<file path="src/hdl/crc16_frame_checker_unit_macros.svh">
// Assertion macros for the CRC-16 frame checker.
`ifndef CRC16_FRAME_CHECKER_UNIT_MACROS_SVH
`define CRC16_FRAME_CHECKER_UNIT_MACROS_SVH

`ifndef SYNTHESIS
`define CRCFC_ASSERT_IMPLY(label, clk, rst_n, ante, cons) \
    label: assert property (@(posedge clk) disable iff (!rst_n) (ante) |-> (cons)) \
        else $error("crcfc: implication check failed");
`define CRCFC_ASSERT_NEXT(label, clk, rst_n, ante, cons) \
    label: assert property (@(posedge clk) disable iff (!rst_n) (ante) |=> (cons)) \
        else $error("crcfc: next-cycle check failed");
`else
`define CRCFC_ASSERT_IMPLY(label, clk, rst_n, ante, cons)
`define CRCFC_ASSERT_NEXT(label, clk, rst_n, ante, cons)
`endif

`endif

</file>
<file path="src/hdl/crcfc_pkg.sv">
package crcfc_pkg;

    localparam int unsigned POS_W     = 4;
    localparam int unsigned CFG_IDX_W = 8;

    localparam logic [POS_W-1:0] FRAME_LEN  = 4'd11;
    localparam logic [POS_W-1:0] HDR_LEN    = 4'd8;
    localparam logic [POS_W-1:0] POS_CMD    = 4'd8;
    localparam logic [POS_W-1:0] POS_CRC_LO = 4'd9;
    localparam logic [POS_W-1:0] POS_CRC_HI = 4'd10;

    localparam logic [15:0] CRC_POLY = 16'h1021;

    localparam logic [63:0] HEADER_RESET  = 64'hA3A4_0000_0003_101B;
    localparam logic [7:0]  MAX_CMD_RESET = 8'h57;
    localparam logic [7:0]  ACK_RESET     = 8'h55;
    localparam logic [7:0]  NAK_RESET     = 8'h56;

    localparam logic [CFG_IDX_W-1:0] CFG_HEADER  = 8'd0;
    localparam logic [CFG_IDX_W-1:0] CFG_MAX_CMD = 8'd1;
    localparam logic [CFG_IDX_W-1:0] CFG_ACK     = 8'd2;
    localparam logic [CFG_IDX_W-1:0] CFG_NAK     = 8'd3;

    typedef enum logic [2:0] {
        VERDICT_ACK    = 3'd0,
        VERDICT_NAK    = 3'd1,
        VERDICT_OTHER  = 3'd2,
        VERDICT_HEADER = 3'd3,
        VERDICT_CRC    = 3'd4
    } verdict_t;

    typedef struct packed {
        logic [63:0] header_word;
        logic [7:0]  max_command;
        logic [7:0]  ack_code;
        logic [7:0]  nak_code;
    } cfg_t;

    // CRC-16, poly 0x1021, MSB first, one byte
    function automatic logic [15:0] crc16_byte(input logic [15:0] crc, input logic [7:0] b);
        logic [15:0] c;
        c = crc ^ {b, 8'h00};
        for (int k = 0; k < 8; k++) begin
            c = c[15] ? ({c[14:0], 1'b0} ^ CRC_POLY) : {c[14:0], 1'b0};
        end
        return c;
    endfunction

endpackage

</file>
<file path="src/hdl/crcfc_cfg_regs.sv">
module crcfc_cfg_regs
    import crcfc_pkg::*;
(
    input  logic                 clk,
    input  logic                 rst_n,
    input  logic                 cfg_valid,
    output logic                 cfg_ready,
    input  logic [CFG_IDX_W-1:0] cfg_index,
    input  logic [63:0]          cfg_data,
    output cfg_t                 cfg
);

    cfg_t cfg_reg;

    assign cfg_ready = 1'b1;
    assign cfg       = cfg_reg;

    always_ff @(posedge clk or negedge rst_n)
    begin
        if (!rst_n)
        begin
            cfg_reg.header_word <= HEADER_RESET;
            cfg_reg.max_command <= MAX_CMD_RESET;
            cfg_reg.ack_code    <= ACK_RESET;
            cfg_reg.nak_code    <= NAK_RESET;
        end
        else if (cfg_valid && cfg_ready)
        begin
            case (cfg_index)
                CFG_HEADER:  cfg_reg.header_word <= cfg_data;
                CFG_MAX_CMD: cfg_reg.max_command <= cfg_data[7:0];
                CFG_ACK:     cfg_reg.ack_code    <= cfg_data[7:0];
                CFG_NAK:     cfg_reg.nak_code    <= cfg_data[7:0];
                default:     ;
            endcase
        end
    end

endmodule

</file>
<file path="src/hdl/crcfc_core.sv">
`include "crc16_frame_checker_unit_macros.svh"

module crcfc_core
    import crcfc_pkg::*;
(
    input  logic       clk,
    input  logic       rst_n,
    input  cfg_t       cfg,
    input  logic       in_valid,
    output logic       in_ready,
    input  logic [7:0] in_byte,
    input  logic       in_start,
    output logic       res_valid,
    input  logic       res_ready,
    output verdict_t   res_verdict,
    output logic [7:0] res_command
);

    // input stage
    logic       in_vld_reg;
    logic [7:0] in_byte_reg;
    logic       in_start_reg;

    // frame state
    logic [POS_W-1:0] pos_reg, pos_next;
    logic [15:0]      crc_reg, crc_next;
    logic             hdr_ok_reg, hdr_ok_next;
    logic [7:0]       cmd_reg, cmd_next;
    logic [7:0]       crc_lo_reg, crc_lo_next;

    // result stage
    logic       out_vld_reg;
    verdict_t   out_verdict_reg, out_verdict_next;
    logic [7:0] out_cmd_reg;

    logic [POS_W-1:0] pos_eff;
    logic [15:0]      crc_eff;
    logic             hdr_ok_eff;
    logic [7:0]       cmd_eff;
    logic [7:0]       crc_lo_eff;
    logic             active;
    logic             emits;
    logic             out_free;
    logic             process;
    logic [2:0]       hdr_sel;
    logic [7:0]       hdr_want;
    logic [15:0]      crc_upd;
    logic             crc_ok;

    // a start byte resets the frame state before it is itself consumed
    assign pos_eff    = in_start_reg ? '0 : pos_reg;
    assign crc_eff    = in_start_reg ? '0 : crc_reg;
    assign hdr_ok_eff = in_start_reg ? 1'b1 : hdr_ok_reg;
    assign cmd_eff    = in_start_reg ? '0 : cmd_reg;
    assign crc_lo_eff = in_start_reg ? '0 : crc_lo_reg;

    assign active   = pos_eff < FRAME_LEN;
    assign emits    = in_vld_reg && active && (pos_eff == POS_CRC_HI);
    assign out_free = !out_vld_reg || res_ready;
    assign process  = in_vld_reg && (out_free || !emits);
    assign in_ready = !in_vld_reg || process;

    assign hdr_sel  = 3'd7 - pos_eff[2:0];
    assign hdr_want = cfg.header_word[{hdr_sel, 3'b000} +: 8];
    assign crc_upd  = crc16_byte(crc_eff, in_byte_reg);
    assign crc_ok   = (crc_lo_eff == crc_eff[7:0]) && (in_byte_reg == crc_eff[15:8]);

    always_comb
    begin
        pos_next    = pos_eff;
        crc_next    = crc_eff;
        hdr_ok_next = hdr_ok_eff;
        cmd_next    = cmd_eff;
        crc_lo_next = crc_lo_eff;
        if (active)
        begin
            pos_next = pos_eff + 4'd1;
            if (pos_eff < HDR_LEN)
            begin
                if (in_byte_reg != hdr_want)
                    hdr_ok_next = 1'b0;
                crc_next = crc_upd;
            end
            else if (pos_eff == POS_CMD)
            begin
                cmd_next = in_byte_reg;
                crc_next = crc_upd;
            end
            else if (pos_eff == POS_CRC_LO)
            begin
                crc_lo_next = in_byte_reg;
            end
            else
            begin
                pos_next = FRAME_LEN;
            end
        end
    end

    always_comb
    begin
        if (!hdr_ok_eff)
            out_verdict_next = VERDICT_HEADER;
        else if (cmd_eff > cfg.max_command)
            out_verdict_next = VERDICT_OTHER;
        else if (!crc_ok)
            out_verdict_next = VERDICT_CRC;
        else if (cmd_eff == cfg.ack_code)
            out_verdict_next = VERDICT_ACK;
        else if (cmd_eff == cfg.nak_code)
            out_verdict_next = VERDICT_NAK;
        else
            out_verdict_next = VERDICT_OTHER;
    end

    always_ff @(posedge clk or negedge rst_n)
    begin
        if (!rst_n)
        begin
            in_vld_reg  <= 1'b0;
            out_vld_reg <= 1'b0;
            pos_reg     <= FRAME_LEN;
            crc_reg     <= '0;
            hdr_ok_reg  <= 1'b1;
            cmd_reg     <= '0;
            crc_lo_reg  <= '0;
        end
        else
        begin
            if (in_ready)
                in_vld_reg <= in_valid;
            if (process)
            begin
                pos_reg    <= pos_next;
                crc_reg    <= crc_next;
                hdr_ok_reg <= hdr_ok_next;
                cmd_reg    <= cmd_next;
                crc_lo_reg <= crc_lo_next;
            end
            if (process && emits)
                out_vld_reg <= 1'b1;
            else if (res_ready)
                out_vld_reg <= 1'b0;
        end
    end

    always_ff @(posedge clk)
    begin
        if (in_valid && in_ready)
        begin
            in_byte_reg  <= in_byte;
            in_start_reg <= in_start;
        end
        if (process && emits)
        begin
            out_verdict_reg <= out_verdict_next;
            out_cmd_reg     <= cmd_eff;
        end
    end

    assign res_valid   = out_vld_reg;
    assign res_verdict = out_verdict_reg;
    assign res_command = out_cmd_reg;

    `CRCFC_ASSERT_IMPLY(a_pos_range, clk, rst_n, 1'b1, pos_reg <= FRAME_LEN)
    `CRCFC_ASSERT_IMPLY(a_no_overwrite, clk, rst_n, process && emits, out_free)
    `CRCFC_ASSERT_NEXT(a_emit_valid, clk, rst_n, process && emits, out_vld_reg)
    `CRCFC_ASSERT_NEXT(a_emit_idle, clk, rst_n, process && emits, pos_reg == FRAME_LEN)
    `CRCFC_ASSERT_IMPLY(a_verdict_code, clk, rst_n, out_vld_reg, out_verdict_reg <= VERDICT_CRC)

endmodule

</file>
<file path="src/hdl/crc16_frame_checker_unit.sv">
// An accepted byte is held in the input register and processed from there; on the last
// frame byte the verdict word is registered in the result stage before it is offered.
// Throughput: one byte per cycle; a stalled result only holds bytes that would emit.
// Reset (rst_n, async low): idle until a frame start, configuration registers to defaults.
module crc16_frame_checker_unit
    import crcfc_pkg::*;
(
    input  logic                 clk,
    input  logic                 rst_n,
    input  logic                 s_axis_tvalid,
    output logic                 s_axis_tready,
    input  logic [7:0]           s_axis_tdata,   // [7:0] rx_byte
    input  logic [0:0]           s_axis_tuser,   // [0] frame_start
    output logic                 m_axis_tvalid,
    input  logic                 m_axis_tready,
    output logic [15:0]          m_axis_tdata,   // [2:0] verdict, [10:3] command_byte, rest 0
    input  logic                 cfg_valid,
    output logic                 cfg_ready,
    input  logic [CFG_IDX_W-1:0] cfg_index,
    input  logic [63:0]          cfg_data
);

    cfg_t       cfg;
    verdict_t   verdict;
    logic [7:0] command_byte;

    crcfc_cfg_regs u_cfg
    (
        .clk       (clk),
        .rst_n     (rst_n),
        .cfg_valid (cfg_valid),
        .cfg_ready (cfg_ready),
        .cfg_index (cfg_index),
        .cfg_data  (cfg_data),
        .cfg       (cfg)
    );

    crcfc_core u_core
    (
        .clk         (clk),
        .rst_n       (rst_n),
        .cfg         (cfg),
        .in_valid    (s_axis_tvalid),
        .in_ready    (s_axis_tready),
        .in_byte     (s_axis_tdata),
        .in_start    (s_axis_tuser[0]),
        .res_valid   (m_axis_tvalid),
        .res_ready   (m_axis_tready),
        .res_verdict (verdict),
        .res_command (command_byte)
    );

    assign m_axis_tdata = {5'b00000, command_byte, verdict};

endmodule

</file>
<file path="config.mk">
export PLATFORM = sky130hd
export DESIGN_NAME = crc16_frame_checker_unit
export DESIGN_NICKNAME = d
export VERILOG_FILES = /design/src/hdl/crcfc_pkg.sv /design/src/hdl/crcfc_cfg_regs.sv /design/src/hdl/crcfc_core.sv /design/src/hdl/crc16_frame_checker_unit.sv
export VERILOG_INCLUDE_DIRS = /design/src /design/src/hdl
export SDC_FILE = /design/constraint.sdc
export NUM_CORES = 1
export LEC_CHECK = 0
export BUFFER_PORTS_ARGS = -buffer_cell sky130_fd_sc_hd__buf_2
export CAP_MARGIN = 20
export CORE_MARGIN = 2
export CORE_UTILIZATION = 50
export CTS_CLUSTER_DIAMETER = 200
export DETAILED_ROUTE_END_ITERATION = 12
export PLACE_DENSITY = 0.75
export SLEW_MARGIN = 20
export SYNTH_ARGS = -nofsm -noshare
export SYNTH_HDL_FRONTEND = slang
export SYNTH_SLANG_ARGS = --single-unit
</file>
<file path="constraint.sdc">
create_clock -name clk -period 2.75 [get_ports clk]
set_input_delay 0.4125 -clock clk [delete_from_list [all_inputs] [get_ports clk]]
set_output_delay 0.4125 -clock clk [all_outputs]
set_load 0.02 [all_outputs]
</file>
==> flow_summary.json <==
{
  "status": "completed",
  "wl_per_cell_um": 18.2,
  "startpoint_type": "register",
  "synth.avg_cell_area_um2": 11.7,
  "initial_utilization_pct": 51.2,
  "clockRootBuffer": "clkbuf_16",
  "grt_max_degree": 69,
  "async_flop_share_pct": 86.4,
  "tightest_slew_ns": 0.865,
  "place_congestion": 0.906,
  "wl_um": 16900,
  "crit_type": "register to register",
  "worst-endpoint-arrival_ns": 2.66,
  "slew_headroom_pct": 42.3,
  "synthesis.area_mm2": 0.00747,
  "hold_path.class": "input port to register",
  "ys_warn_count": 0,
  "ir_drop_mv": 0.448,
  "first_pass_iters": 5,
  "total_power_w": 0.00645,
  "hpwl_um": 12100,
  "drtAntennaViolNets": 0,
  "grt_pass1_vias": 5336,
  "clock_skew_ns": 0.00801,
  "die_x_um": 126,
  "cts_max_level": 4,
  "setup_tns_ns": 0,
  "cp_max_fo": 10,
  "track_usage_pct": 22.3,
  "design.die.area_mm2": 0.0159,
  "fin_area_mm2": 0.00874,
  "setup_viol_count_final": 0,
  "io_buffers": 98,
  "synth-seq-cells": 147,
  "fin_nets": 823,
  "place_ws_ns": 0.287,
  "via_per_inst": 5.72,
  "post-route-period-util_pct": 90.9,
  "core_mm2": 0.0146,
  "synthCells": 641,
  "cp-end-kind": "register",
  "ys_seq_area_share_pct": 51.1,
  "yosys-top-cells-area": "dfrtp_1 (32%), mux2_2 (13%), dfstp_2 (11%)",
  "drc": 0,
  "rsz0062_at_grt": "no",
  "layout_min_cycle_time_ns": 2.50,
  "numCtsBuffers": 17,
  "grt_pass1_wl_um": 28000,
  "clk_pin_slew_ns": 0.06,
  "route.vias.total": 5295,
  "hold_ws_ns": 0.164,
  "rows": 44,
  "cts_sinks": 147,
  "setup_ws_ns": 0.251,
  "antenna_found_initial": 0,
  "pin_count": 105,
  "largest_register_ffs": 88,
  "dpl-instance-area_mm2": 0.00814,
  "max_freq_mhz": 400,
  "cts_tree": "built",
  "drt-initial-drc-count": 372,
  "antennaDiodeCount": 0,
  "drv_cap": 0,
  "grt_overflow": 0,
  "netlist.area_leader.share_pct": 32.1,
  "synth.most_common_cell": "dfrtp_1",
  "ys.flop_type": "dfrtp_1",
  "p_per_area_mw_per_mm2": 738,
  "synth_top_cells_by_count": "dfrtp_1 (96), mux2_2 (87), nand2_1 (48)",
  "leakage_nw": 3.97,
  "slew_violations": 0,
  "clockBufferDepth": 2,
  "chipHeight_um": 126,
  "drive_above_1_share_pct": 37.3,
  "area_growth_pct": 16.9,
  "clk_latency_ns": 0.42,
  "synth-edff-count": 20,
  "hold_viol": 0,
  "synth_area_leader_cell": "dfrtp_1",
  "synthDistinctLibCells": 62,
  "crit_required_ns": 2.91
}
placed cells by master, fill, tap and decap left out, types with 3 or more instances in the layout:
cell	n
o22ai_1	3
dfstp_2	31
o32ai_1	9
buf_12	4
o21ai_1	11
nand4_1	7
a211oi_1	3
dfrtp_1	96
nor2b_1	15
edfxtp_1	20
ha_1	8
a21o_1	3
xor2_1	11
mux2i_1	5
nor4bb_1	8
a31oi_1	11
clkbuf_16	17
nor2_1	41
a22o_1	11
o21ai_0	18
clkinv_2	4
nor3_1	3
conb_1	6
nand2b_1	6
mux2_2	87
nand3_1	3
nand2_1	48
buf_2	97
and2_1	4
a21oi_1	11
a221oi_1	5
o22a_1	4
mux4_2	8
buf_4	12
xnor2_1	46
or3_1	3
inv_1	15
per-stage QoR:
stage / instances / utilization [%]
2_1_floorplan: 645 / -
3_3_place_gp: 893 / 55.8
3_5_place_dp: 893 / 55.8
4_1_cts: 926 / 59.9
5_1_grt: 926 / 59.9
6_report: 926 / 59.9
layer usage:
layer,GRT usage [%],part of all wire [%],up-vias
li1,-,-,2461
met1,29.6,44,2617
met2,36.6,49,189
met3,5.14,5.4,28
met4,7.30,1.9,0
met5,0,0,-
worst max-delay path, stage by stage (launching register included):
cell	delay, ns
edfxtp_1	0.54
nor2b_1	0.30
ha_1	0.30
nor2b_1	0.14
o21a_1	0.18
o21a_1	0.17
o21bai_1	0.12
a21oi_1	0.11
or3_1	0.38
report_power, final:
| group | internal [W] | switching, W | leakage [nW] | total [W] |
|---|---|---|---|---|
| logic | 0.000691 | 0.000657 | 1.87 | 0.00135 |
| clock network | 0.00138 | 0.000909 | 0.291 | 0.00229 |
| registers | 0.00245 | 0.000357 | 1.80 | 0.00281 |
| total | 0.00453 | 0.00192 | 3.96 | 0.00645 |
worst paths after layout:
check	startpoint	end	slack, ns	depth (start not counted)
max	u_core.in_start_reg$_DFFE_PP_	u_core.res_verdict[1]$_SDFFCE_PP1P_	0.25	8
min	s_axis_tdata[4]	u_core.in_byte_reg[4]$_DFFE_PP_	0.16	1
max reg2reg	u_core.in_start_reg$_DFFE_PP_	u_core.res_verdict[1]$_SDFFCE_PP1P_	0.25	8
min reg2reg	u_cfg.cfg[63]$_DFFE_PN0P_	u_cfg.cfg[63]$_DFFE_PN0P_	0.51	1
max in group asynchronous	rst_n	u_cfg.cfg[20]$_DFFE_PN1P_	1.56	3
min in group asynchronous	rst_n	u_cfg.cfg[63]$_DFFE_PN0P_	0.46	2
cell families (layout without fill, tap and decap cells):
group | after synthesis | after routing | synth area share (%)
fa+ha+maj | 8 | 8 | 1.34
flops | 147 | 147 | 51.1
simple gates | 153 | 153 | 10.4
other cells | 2 | 6 | 0.100
buf+inv | 65 | 162 | 3.98
compound gates | 108 | 108 | 10.1
mux | 101 | 101 | 16.3
xor+xnor | 57 | 57 | 6.68
layout make-up:
| class | instances | area, µm² |
|---|---|---|
| clock buffer | 20 | 457 |
| clock inverter | 12 | 129 |
| fill | 1130 | 5850 |
| inverter | 16 | 60.1 |
| multi-input combinational | 433 | 3380 |
| sequential | 147 | 3820 |
| tap | 184 | 230 |
| timing repair buffer | 114 | 666 |
what timing repair did:
action | 4_1_cts | 5_1_grt
buffers inserted | 0 | 0
hold buffers | 1 | 0
setup endpoints to repair | 0 | 0
endpoints found under the hold margin | 22 | 0
gates resized for setup | 0 | 0
Note: power is estimated with default switching activity, not from simulation.
